`src/sv/pta_pkg.sv`:
```
// ---------------------------------------------------------------------------
// Partition transfer accounting package
// Shared types and constants for the accounting block.
// ---------------------------------------------------------------------------
package pta_pkg;

    localparam int MAX_PARTITIONS_DEF = 8;
    localparam int S_TDATA_W = 152;
    localparam int S_TUSER_W = 3;
    localparam int M_TDATA_W = 200;
    localparam int M_TUSER_W = 2;
    localparam int DIV_STEPS = 32;

    typedef enum logic [1:0] {
        MODE_XFER  = 2'd0,
        MODE_ADD   = 2'd1,
        MODE_CLEAR = 2'd2,
        MODE_QUERY = 2'd3
    } mode_t;

    typedef struct packed {
        mode_t       mode;
        logic [31:0] start_block;
        logic [12:0] block_size;
        logic [31:0] byte_count;
        logic        is_write;
        logic [7:0]  part_id;
        logic [31:0] part_first_block;
        logic [31:0] part_block_count;
        logic [2:0]  query_index;
    } item_t;

    typedef struct packed {
        logic [7:0]  id;
        logic [31:0] first_block;
        logic [31:0] end_block;
        logic [31:0] written;
        logic [31:0] read;
    } slot_t;

    typedef struct packed {
        logic        status;
        logic        entry_valid;
        logic [7:0]  entry_id;
        logic [31:0] entry_first_block;
        logic [31:0] entry_end_block;
        logic [31:0] entry_written_bytes;
        logic [31:0] entry_read_bytes;
        logic [31:0] total_written_bytes;
        logic [31:0] total_read_bytes;
    } result_t;

    typedef enum logic [3:0] {
        ST_IDLE,
        ST_DIV,
        ST_RD,
        ST_CMP,
        ST_MUL,
        ST_WR,
        ST_QRY,
        ST_DONE
    } state_t;

endpackage

```
`src/sv/partition_transfer_accounting.sv`:
```
// Query, add and clear touch at most one table slot; a transfer first runs the
// 32-step divider and then walks the table slots.
// The back end takes one request at a time and finishes its result before the next.
// A two-entry input queue keeps accepting while a result waits, until it is full.
// Reset (aresetn low, synchronous) empties the table and zeroes the device totals.
// ---------------------------------------------------------------------------
// Partition transfer accounting
// Per-partition and device byte counters fed by block transfers.
// ---------------------------------------------------------------------------
module partition_transfer_accounting
    import pta_pkg::*;
#(
    parameter int MAX_PARTITIONS = MAX_PARTITIONS_DEF
)
(
    input  logic                 aclk,
    input  logic                 aresetn,
    input  logic                 s_tvalid,
    output logic                 s_tready,
    // start_block, block_size, byte_count, part_id, part_first_block,
    // part_block_count, query_index
    input  logic [S_TDATA_W-1:0] s_tdata,
    // mode, is_write
    input  logic [S_TUSER_W-1:0] s_tuser,
    output logic                 m_tvalid,
    input  logic                 m_tready,
    // entry_id, entry_first_block, entry_end_block, entry_written_bytes,
    // entry_read_bytes, total_written_bytes, total_read_bytes
    output logic [M_TDATA_W-1:0] m_tdata,
    // status, entry_valid
    output logic [M_TUSER_W-1:0] m_tuser
);

    logic    head_valid;
    item_t   head;
    logic    head_pop;
    result_t res;

    pta_front u_front (
        .aclk       (aclk),
        .aresetn    (aresetn),
        .s_tvalid   (s_tvalid),
        .s_tready   (s_tready),
        .s_tdata    (s_tdata),
        .s_tuser    (s_tuser),
        .head_valid (head_valid),
        .head       (head),
        .head_pop   (head_pop)
    );

    pta_back #(
        .MAX_PARTITIONS (MAX_PARTITIONS)
    ) u_back (
        .aclk       (aclk),
        .aresetn    (aresetn),
        .head_valid (head_valid),
        .head       (head),
        .head_pop   (head_pop),
        .res_valid  (m_tvalid),
        .res        (res),
        .res_ready  (m_tready)
    );

    assign m_tuser = {res.entry_valid, res.status};
    assign m_tdata = {res.total_read_bytes, res.total_written_bytes,
                      res.entry_read_bytes, res.entry_written_bytes,
                      res.entry_end_block, res.entry_first_block, res.entry_id};

endmodule

```
`src/sv/pta_front.sv`:
```
// ---------------------------------------------------------------------------
// Partition transfer accounting front end
// Unpacks incoming requests and holds them in a two-entry queue.
// ---------------------------------------------------------------------------
module pta_front
    import pta_pkg::*;
(
    input  logic                 aclk,
    input  logic                 aresetn,
    input  logic                 s_tvalid,
    output logic                 s_tready,
    input  logic [S_TDATA_W-1:0] s_tdata,
    input  logic [S_TUSER_W-1:0] s_tuser,
    output logic                 head_valid,
    output item_t                head,
    input  logic                 head_pop
);

    item_t      q_reg [2];
    logic       wr_ptr_reg, wr_ptr_next;
    logic       rd_ptr_reg, rd_ptr_next;
    logic [1:0] cnt_reg, cnt_next;
    logic       push;
    item_t      in_item;

    always_comb begin
        in_item.mode             = mode_t'(s_tuser[1:0]);
        in_item.is_write         = s_tuser[2];
        in_item.start_block      = s_tdata[31:0];
        in_item.block_size       = s_tdata[44:32];
        in_item.byte_count       = s_tdata[76:45];
        in_item.part_id          = s_tdata[84:77];
        in_item.part_first_block = s_tdata[116:85];
        in_item.part_block_count = s_tdata[148:117];
        in_item.query_index      = s_tdata[151:149];
    end

    assign s_tready   = (cnt_reg != 2'd2);
    assign push       = s_tvalid && s_tready;
    assign head_valid = (cnt_reg != 2'd0);
    assign head       = q_reg[rd_ptr_reg];

    always_comb begin
        wr_ptr_next = wr_ptr_reg ^ push;
        rd_ptr_next = rd_ptr_reg ^ (head_pop && head_valid);
        cnt_next    = cnt_reg + {1'b0, push} - {1'b0, head_pop && head_valid};
    end

    always_ff @(posedge aclk) begin
        if (!aresetn) begin
            wr_ptr_reg <= 1'b0;
            rd_ptr_reg <= 1'b0;
            cnt_reg    <= 2'd0;
        end else begin
            wr_ptr_reg <= wr_ptr_next;
            rd_ptr_reg <= rd_ptr_next;
            cnt_reg    <= cnt_next;
        end
    end

    always_ff @(posedge aclk) begin
        if (push) begin
            q_reg[wr_ptr_reg] <= in_item;
        end
    end

endmodule

```
`src/sv/pta_back.sv`:
```
// ---------------------------------------------------------------------------
// Partition transfer accounting back end
// Runs the division, walks the partition table and builds each result.
// ---------------------------------------------------------------------------
module pta_back
    import pta_pkg::*;
#(
    parameter int MAX_PARTITIONS = MAX_PARTITIONS_DEF
)
(
    input  logic    aclk,
    input  logic    aresetn,
    input  logic    head_valid,
    input  item_t   head,
    output logic    head_pop,
    output logic    res_valid,
    output result_t res,
    input  logic    res_ready
);

    localparam int IDX_W = (MAX_PARTITIONS > 1) ? $clog2(MAX_PARTITIONS) : 1;
    localparam int CNT_W = $clog2(MAX_PARTITIONS + 1);
    localparam int CMP_W = (CNT_W > 3) ? CNT_W : 3;

    slot_t mem [MAX_PARTITIONS];
    slot_t rdata_reg;

    state_t      state_reg, state_next;
    item_t       cur_reg, cur_next;
    logic [CNT_W-1:0] cnt_reg, cnt_next;
    logic [31:0] dev_w_reg, dev_w_next;
    logic [31:0] dev_r_reg, dev_r_next;
    logic [IDX_W-1:0] idx_reg, idx_next;
    logic [IDX_W-1:0] rd_addr_reg, rd_addr_next;
    logic [13:0] rem_reg, rem_next;
    logic [31:0] quo_reg, quo_next;
    logic [5:0]  step_reg, step_next;
    logic [31:0] end_reg, end_next;
    logic [31:0] span_reg, span_next;
    logic [31:0] prod_reg, prod_next;
    result_t     res_reg, res_next;
    logic        res_valid_reg, res_valid_next;

    logic        we;
    logic [IDX_W-1:0] wr_addr;
    slot_t       wdata;
    logic [13:0] rem_sh;
    logic [31:0] clip_end;
    logic        q_ok;

    always_comb begin
        state_next     = state_reg;
        cur_next       = cur_reg;
        cnt_next       = cnt_reg;
        dev_w_next     = dev_w_reg;
        dev_r_next     = dev_r_reg;
        idx_next       = idx_reg;
        rd_addr_next   = rd_addr_reg;
        rem_next       = rem_reg;
        quo_next       = quo_reg;
        step_next      = step_reg;
        end_next       = end_reg;
        span_next      = span_reg;
        prod_next      = prod_reg;
        res_next       = res_reg;
        res_valid_next = res_valid_reg;
        head_pop       = 1'b0;
        we             = 1'b0;
        wr_addr        = idx_reg;
        wdata          = rdata_reg;
        rem_sh         = {rem_reg[12:0], quo_reg[31]};
        clip_end       = (end_reg > rdata_reg.end_block) ? rdata_reg.end_block : end_reg;
        q_ok           = CMP_W'(cur_reg.query_index) < CMP_W'(cnt_reg);

        case (state_reg)
            ST_IDLE: begin
                if (head_valid) begin
                    head_pop = 1'b1;
                    cur_next = head;
                    res_next = '0;
                    case (head.mode)
                        MODE_XFER: begin
                            if (head.is_write) begin
                                dev_w_next = dev_w_reg + head.byte_count;
                            end else begin
                                dev_r_next = dev_r_reg + head.byte_count;
                            end
                            rem_next   = '0;
                            quo_next   = head.byte_count;
                            step_next  = '0;
                            state_next = ST_DIV;
                        end
                        MODE_ADD: begin
                            if (cnt_reg == CNT_W'(MAX_PARTITIONS)) begin
                                res_next.status = 1'b1;
                            end else begin
                                we                = 1'b1;
                                wr_addr           = IDX_W'(cnt_reg);
                                wdata.id          = head.part_id;
                                wdata.first_block = head.part_first_block;
                                wdata.end_block   = head.part_first_block
                                                    + head.part_block_count;
                                wdata.written     = '0;
                                wdata.read        = '0;
                                cnt_next          = cnt_reg + 1'b1;
                            end
                            state_next = ST_DONE;
                        end
                        MODE_CLEAR: begin
                            cnt_next   = '0;
                            dev_w_next = '0;
                            dev_r_next = '0;
                            state_next = ST_DONE;
                        end
                        default: begin
                            rd_addr_next = IDX_W'(head.query_index);
                            state_next   = ST_QRY;
                        end
                    endcase
                end
            end
            ST_DIV: begin
                // One restoring step per cycle; a zero divisor leaves the quotient at zero.
                if (cur_reg.block_size != '0 && rem_sh >= {1'b0, cur_reg.block_size}) begin
                    rem_next = rem_sh - {1'b0, cur_reg.block_size};
                    quo_next = {quo_reg[30:0], 1'b1};
                end else begin
                    rem_next = rem_sh;
                    quo_next = {quo_reg[30:0], 1'b0};
                end
                step_next = step_reg + 1'b1;
                if (step_reg == 6'(DIV_STEPS - 1)) begin
                    end_next = cur_reg.start_block
                               + ((cur_reg.block_size != '0) ? quo_next : 32'd0);
                    if (cnt_reg == '0) begin
                        state_next = ST_DONE;
                    end else begin
                        idx_next     = IDX_W'(cnt_reg - 1'b1);
                        rd_addr_next = IDX_W'(cnt_reg - 1'b1);
                        state_next   = ST_RD;
                    end
                end
            end
            ST_RD: begin
                state_next = ST_CMP;
            end
            ST_CMP: begin
                if (cur_reg.start_block >= rdata_reg.end_block) begin
                    state_next = ST_DONE;
                end else if (end_reg <= rdata_reg.first_block) begin
                    if (idx_reg == '0) begin
                        state_next = ST_DONE;
                    end else begin
                        idx_next     = idx_reg - 1'b1;
                        rd_addr_next = idx_reg - 1'b1;
                        state_next   = ST_RD;
                    end
                end else begin
                    if (rdata_reg.first_block <= cur_reg.start_block) begin
                        span_next = clip_end - cur_reg.start_block;
                        end_next  = cur_reg.start_block;
                    end else begin
                        span_next = clip_end - rdata_reg.first_block;
                        end_next  = rdata_reg.first_block;
                    end
                    state_next = ST_MUL;
                end
            end
            ST_MUL: begin
                prod_next  = 32'(span_reg * {19'd0, cur_reg.block_size});
                state_next = ST_WR;
            end
            ST_WR: begin
                we = 1'b1;
                if (cur_reg.is_write) begin
                    wdata.written = rdata_reg.written + prod_reg;
                end else begin
                    wdata.read = rdata_reg.read + prod_reg;
                end
                if (end_reg == cur_reg.start_block || idx_reg == '0) begin
                    state_next = ST_DONE;
                end else begin
                    idx_next     = idx_reg - 1'b1;
                    rd_addr_next = idx_reg - 1'b1;
                    state_next   = ST_RD;
                end
            end
            ST_QRY: begin
                // The read address was loaded on entry, so the slot is in rdata_reg now.
                if (q_ok) begin
                    res_next.entry_valid         = 1'b1;
                    res_next.entry_id            = rdata_reg.id;
                    res_next.entry_first_block   = rdata_reg.first_block;
                    res_next.entry_end_block     = rdata_reg.end_block;
                    res_next.entry_written_bytes = rdata_reg.written;
                    res_next.entry_read_bytes    = rdata_reg.read;
                end
                state_next = ST_DONE;
            end
            ST_DONE: begin
                res_next.total_written_bytes = dev_w_reg;
                res_next.total_read_bytes    = dev_r_reg;
                if (!res_valid_reg) begin
                    res_valid_next = 1'b1;
                end else if (res_ready) begin
                    res_valid_next = 1'b0;
                    state_next     = ST_IDLE;
                end
            end
            default: begin
                state_next = ST_IDLE;
            end
        endcase
    end

    always_ff @(posedge aclk) begin
        if (!aresetn) begin
            state_reg     <= ST_IDLE;
            cnt_reg       <= '0;
            dev_w_reg     <= '0;
            dev_r_reg     <= '0;
            res_valid_reg <= 1'b0;
        end else begin
            state_reg     <= state_next;
            cnt_reg       <= cnt_next;
            dev_w_reg     <= dev_w_next;
            dev_r_reg     <= dev_r_next;
            res_valid_reg <= res_valid_next;
        end
    end

    always_ff @(posedge aclk) begin
        cur_reg     <= cur_next;
        idx_reg     <= idx_next;
        rd_addr_reg <= rd_addr_next;
        rem_reg     <= rem_next;
        quo_reg     <= quo_next;
        step_reg    <= step_next;
        end_reg     <= end_next;
        span_reg    <= span_next;
        prod_reg    <= prod_next;
        res_reg     <= res_next;
    end

    always_ff @(posedge aclk) begin
        if (we) begin
            mem[wr_addr] <= wdata;
        end
        rdata_reg <= mem[rd_addr_next];
    end

    assign res_valid = res_valid_reg;
    assign res       = res_reg;

    a_cnt_bound: assert property (@(posedge aclk) disable iff (!aresetn)
        cnt_reg <= CNT_W'(MAX_PARTITIONS))
        else $error("partition count above table size");

    a_res_in_done: assert property (@(posedge aclk) disable iff (!aresetn)
        res_valid_reg |-> state_reg == ST_DONE)
        else $error("result valid outside completion state");

    a_walk_idx: assert property (@(posedge aclk) disable iff (!aresetn)
        state_reg == ST_CMP |-> CMP_W'(idx_reg) < CMP_W'(cnt_reg))
        else $error("table walk beyond filled slots");

    a_pop_idle: assert property (@(posedge aclk) disable iff (!aresetn)
        head_pop |-> state_reg == ST_IDLE)
        else $error("request taken while busy");

endmodule
```
`config.mk`:
```
export PLATFORM = sky130hd
export DESIGN_NAME = partition_transfer_accounting
export DESIGN_NICKNAME = d
export VERILOG_FILES = /design/src/sv/pta_pkg.sv /design/src/sv/partition_transfer_accounting.sv /design/src/sv/pta_front.sv /design/src/sv/pta_back.sv
export SDC_FILE = /design/constraint.sdc
export NUM_CORES = 2
export LEC_CHECK = 0
export ABC_AREA = 1
export BUFFER_PORTS_ARGS = -buffer_cell sky130_fd_sc_hd__buf_2
export CAP_MARGIN = 25
export CORE_ASPECT_RATIO = 0.75
export CORE_MARGIN = 10
export CORE_UTILIZATION = 49
export CTS_CLUSTER_SIZE = 25
export DETAILED_ROUTE_END_ITERATION = 10
export GPL_TIMING_DRIVEN = 0
export HOLD_SLACK_MARGIN = 0.03
export PLACE_DENSITY = 0.65
export SKIP_LAST_GASP = 1
export SLEW_MARGIN = 10
export SYNTH_ARGS = -nofsm -noshare
export SYNTH_HDL_FRONTEND = slang
export SYNTH_SLANG_ARGS = --single-unit
```
`constraint.sdc`:
```
create_clock -name aclk -period 13.3 [get_ports aclk]
set_input_delay 1.33 -clock aclk [delete_from_list [all_inputs] [get_ports aclk]]
set_output_delay 1.33 -clock aclk [all_outputs]
set_load 0.03 [all_outputs]
```
# After elaboration in Yosys (flattened, before gate mapping)
# Memories as Yosys holds them, arrays and structs flattened. A register that Yosys moved wholly into a read port is not among the register bits.
# Cells that the tools add are included.
# classes
addsub,15
multipliers,1
order_cmp,6
eq_ne,28
n_mux,82
n_bitwise,4
reduce_logical,30
# ops
operator,n
$mux 32,14
$mux 136,3
$pmux 137 s2,1
$pmux 32 s2,4
$pmux 64 s2,2
$mux 201,1
$add 32x32->32,6
$mux 137,1
$mux 72,1
$mux 3,22
$le 32x32->1,2
$sub 32x32->32,2
$mux 13,3
$eq 32x32->1,1
$ge 32x32->1,1
$gt 32x32->1,1
$mul 32x13->32,1
$pmux 4 s8,1
$pmux 13 s2,1
$mux 4,6
$ne 2x2->1 const B,11
$reduce_and 4->1,5
$eq 4x3->1 const B,4
$ge 14x13->1,1
37 further kinds,71
# totals
reg_bits,481
ramBits,1398
inputBits,159
output_inout_bits,204
wordCells,197
n_memories,2
# mem_list
name,depth,width,rd,rd_clocked_by_memory_dff,wr,line,source
u_back.mem,8,136,1,1,1,pta_back.sv:25,slot_t mem [MAX_PARTITIONS];
u_front.q_reg,2,155,1,1,1,pta_front.sv:19,item_t q_reg [2];

# Longest topological paths before layout
# logic_depth
ltp_word,8
mapped_depth,32

# Hierarchy
# A second synthesis with hierarchy kept.
# unflattened
cells_unflattened,10149
area_unflattened_um2,104008.5
# by_module_without_submodules
mod,n_inst,cells_each,area_each_um2,seq_area_each_um2
pta_back,1,9631,92491.2,48936.9
pta_front,1,518,11517.3,9409.0

# Worst setup path before layout
# OpenSTA, ideal clock, no wires.
# synth_timing
path_kind,register -> register
from,register u_back.state_reg[2]
to,"memory u_back.mem[0][0] in the netlist's numbering, enable pin"
setup_time_ns,0.633
arrival_ns,8.978
required_ns,12.667
slack_ns,3.689
path_stages_with_launch,13
n_path_buf,1
path_cell_list,dfxtp_1 nor2_1 inv_1 nor2_1 inv_2 nor2_2 inv_2 nor3_1 buf_2 clkinv_1 o21ai_0 nand2_1 nor2_1
# synth_between
elab_chain_len,4
# synth_lines
item,line,source
start: declaration,pta_back.sv:28,"state_t state_reg, state_next;"
start signal: assignment,pta_back.sv:224,state_reg <= state_next;
$eq 4x3->1 or $logic_not 4->1 (tied branches),pta_back.sv:75,case (state_reg)
$pmux 1 s2,pta_back.sv:75,
$mux 1,pta_back.sv:246,if (we) begin
$mux 1 (implied by the code),pta_back.sv:247,mem[wr_addr] <= wdata;
end: declaration,pta_back.sv:25,
# Several ways; a longest one is shown, not always the timed one.

# Worst setup path in the final report
# layout_timing
from,"register, netlist name u_back.rdata_reg[88]"
to,"register u_back.span_reg[22], data pin"
# layout_between
elab_chain_len,4
# layout_lines
item,line,source
$gt 32x32->1 *,pta_back.sv:72,clip_end = (end_reg > rdata_reg.end_block) ? rdata_reg.end_block : end_reg;
$mux 32 *,pta_back.sv:72,
$sub 32x32->32 (on tied branches),"pta_back.sv:163, pta_back.sv:160",
$mux 32 *,pta_back.sv:159,if (rdata_reg.first_block <= cur_reg.start_block) begin
end signal: assignment,pta_back.sv:240,span_reg <= span_next;
end: declaration,pta_back.sv:39,"logic [31:0] span_reg, span_next;"
# Mark *: on every way between the ends. The rest lies on a longest branch, timed or not.
# A chain may end at the register's enable or synchronous reset.

==> flow_metrics.py <==
metrics = {
    "timing": {
        "hold_viol": 0,
        "worst_slew_pin_slew_ns": 1.21,
        "fmax_mhz": 120,
        "fin_crit_sh": 0.628,
        "rsz0062_at_grt": "false",
        "layout_min_cycle_time_ns": 8.35,
        "report.final.setup_viol": 0,
        "slew_headroom": 0.193,
        "final_max_slew_viol_count": 0,
        "finClkSkew_ns": 0.0754,
    },
    "grt": {
        "gr-total-overflow": 0,
        "grt_pass1_wl_um": 538000,
        "antenna_found_initial": 41,
        "grt_util_all_layers": 0.301,
        "grt_max_degree": 65,
        "grt_pass1_vias": 80600,
    },
    "clocking": {
        "clk_pin_slew_ns": 0.06,
        "root_buffer": "clkbuf_16",
        "clk_latency_ns": 0.91,
        "cts_resized": 0,
        "cts_sinks": 2015,
        "tritoncts": "built",
        "cts_buffer_depth": 4,
        "cts_setup_buffers": 0,
        "cts_hold_buf": 0,
        "htree_levels": 4,
        "cts_made_buffers": 203,
    },
    "worst_setup_path": {
        "cp.arrival_ns": 8.95,
        "cp-start-kind": "flip-flop",
        "endpoint_kind": "flip-flop",
        "critPathKind": "flip-flop to flip-flop",
        "cp_max_fo": 10,
        "crit_required_ns": 13.89,
    },
    "yosys": {
        "synthesis.area_um2": 108000,
        "syn_nets": 12600,
        "synthArstFlopShare": 0,
        "syn_inst": 11700,
        "yosys.area.top_type_share": 0.500,
        "ys_types": 56,
        "yosys_most_used_dff": "edfxtp_1",
        "synth.largest_area_cell": "edfxtp_1",
        "ys_ff_latch": 2015,
        "synth_commonest_cells": "nand2_1 (2,886), inv_1 (2,238), edfxtp_1 (1,799), nand3_1 (1,256), nor2_1 (531)",
        "yosys-top-cells-area": "edfxtp_1 (50%), nand2_1 (10%), inv_1 (7.8%)",
        "synth_edf_count": 1799,
        "yosysSeqAreaShare": 0.540,
        "yosysWarnings": 0,
        "yosysMostFrequentCell": "nand2_1",
        "synth_area_per_cell_um2": 9.23,
    },
    "route": {
        "wl_per_cell_um": 24.1,
        "vias": 85700,
        "drtIter0Drc": 10800,
        "highest-signal-layer": "met5",
        "drc": 0,
        "ant_nets": 0,
        "vias_per_cell": 5.52,
        "wl_met3_um": 44800,
        "routed_wl_um": 374000,
        "dr_wl_met2_um": 153000,
        "wl_met1_um": 162000,
        "dr.pass1.iters": 6,
    },
    "placement": {
        "port-buffer-count": 362,
        "hpwl_um": 283000,
        "place_congestion": 1.01,
    },
    "floorplan": {
        "start_util": 0.492,
        "die-area_um2": 240000,
        "ios": 363,
        "die_x_um": 562,
        "rows": 149,
        "die_h_um": 427,
        "core_um2": 220000,
    },
    "outcome": {
        "status": "complete, no violations",
    },
    "final_layout": {
        "fillers": 19500,
        "layout-drive-gt1-share": 0.0820,
        "nets": 13300,
        "utilization": 0.558,
        "largest_reg_flops": 1088,
        "area_growth_pct": 13.3,
    },
    "worst_hold_path": {
        "hold_path.class": "flip-flop to flip-flop",
    },
    "flow_run": {
        "cap_violations": 0,
    },
}
==> critical path, stage by stage, from the launching register on <==
cell	delay (ns)
dfxtp_1	0.52
inv_1	0.45
ha_1	0.44
inv_1	0.04
nor4_1	0.85
nor4b_1	0.57
nand3_1	0.31
nand2_1	0.53
clkbuf_1	0.52
o21ai_0	0.16
ha_1	0.22
inv_1	0.10
fa_1	0.22
nand3_1	0.09
nand2_1	0.11
a21oi_1	0.12
o21ai_0	0.82
a21boi_0	0.30
o21ai_0	0.60
a21oi_1	0.26
o21ai_0	0.52
nand2_1	0.10
nand2_1	0.12
xor2_1	0.08
==> final cells by class <==
class / count / area (um^2) / share of cell area
Antenna cell: 13 / 32.5 / 0.000266
Buffer: 473 / 1980 / 0.0162
Clock buffer: 277 / 5700 / 0.0466
Clock inverter: 93 / 1000 / 0.00817
Inverter: 2253 / 8460 / 0.0691
Multi-Input combinational cell: 6970 / 39400 / 0.322
Sequential cell: 2015 / 58300 / 0.477
Tap cell: 2944 / 3680 / 0.0301
Timing Repair Buffer: 488 / 3820 / 0.0312
==> path summary, 6_finish.rpt <==
kind	start	endpoint	slack (ns)	depth (start not counted)
hold / removal	u_back.dev_r_reg[31]	u_back.dev_r_reg[31]	0.47	2
setup reg to reg	u_back.rdata_reg[88]	u_back.span_reg[22]	4.95	23
setup / recovery	u_back.rdata_reg[88]	u_back.span_reg[22]	4.95	23
hold reg to reg	u_back.dev_r_reg[31]	u_back.dev_r_reg[31]	0.47	2
==> layout by cell type, fill, tap and decap left out, types with 59 or more instances in the layout <==
cell	count
edfxtp_1	1799
buf_2	512
clkbuf_16	205
ha_1	420
xnor2_1	87
nand2_1	2883
clkbuf_1	310
dfxtp_1	216
inv_1	2238
buf_1	59
nor2_1	521
o21ai_0	468
a21oi_1	482
xor2_1	92
nand3_1	1256
fa_1	265
==> stage by stage <==
stage                     hold slack [ns]  cells  setup WS, ns  instance area (um^2)  TNS [ns]
after floorplan                     0.425  11700          3.69                108000         0
after global placement              0.438  15000         -6.23                114000  -6309.56
final                               0.468  15500          4.95                122000         0
after detailed placement            0.450  15100          5.62                116000         0
after global routing                0.500  15500          4.74                122000         0
after CTS                           0.459  15500          5.56                122000         0
==> routing by layer <==
layer  global-route usage  vias to the layer above
met5                    0                        -
met4                0.103                       42
met3               0.0824                      655
met2                0.428                     4431
met1                0.444                    41300
li1                     -                    39300
==> cell families after synthesis <==
logic type                 after synthesis  share of synthesized area
AOI/OAI and AO/OA                     1239                     0.0634
xor gates and xnor gates               179                     0.0145
adders and majority gates              687                     0.0979
buffers and inverters                 2726                     0.0965
DFF                                   2015                      0.540
muxes                                    3                   0.000278
and+or+nand+nor                       4862                      0.187
Power is not shown: default switching activity piles up to over one toggle a cycle in this logic, so the estimate is an artifact.
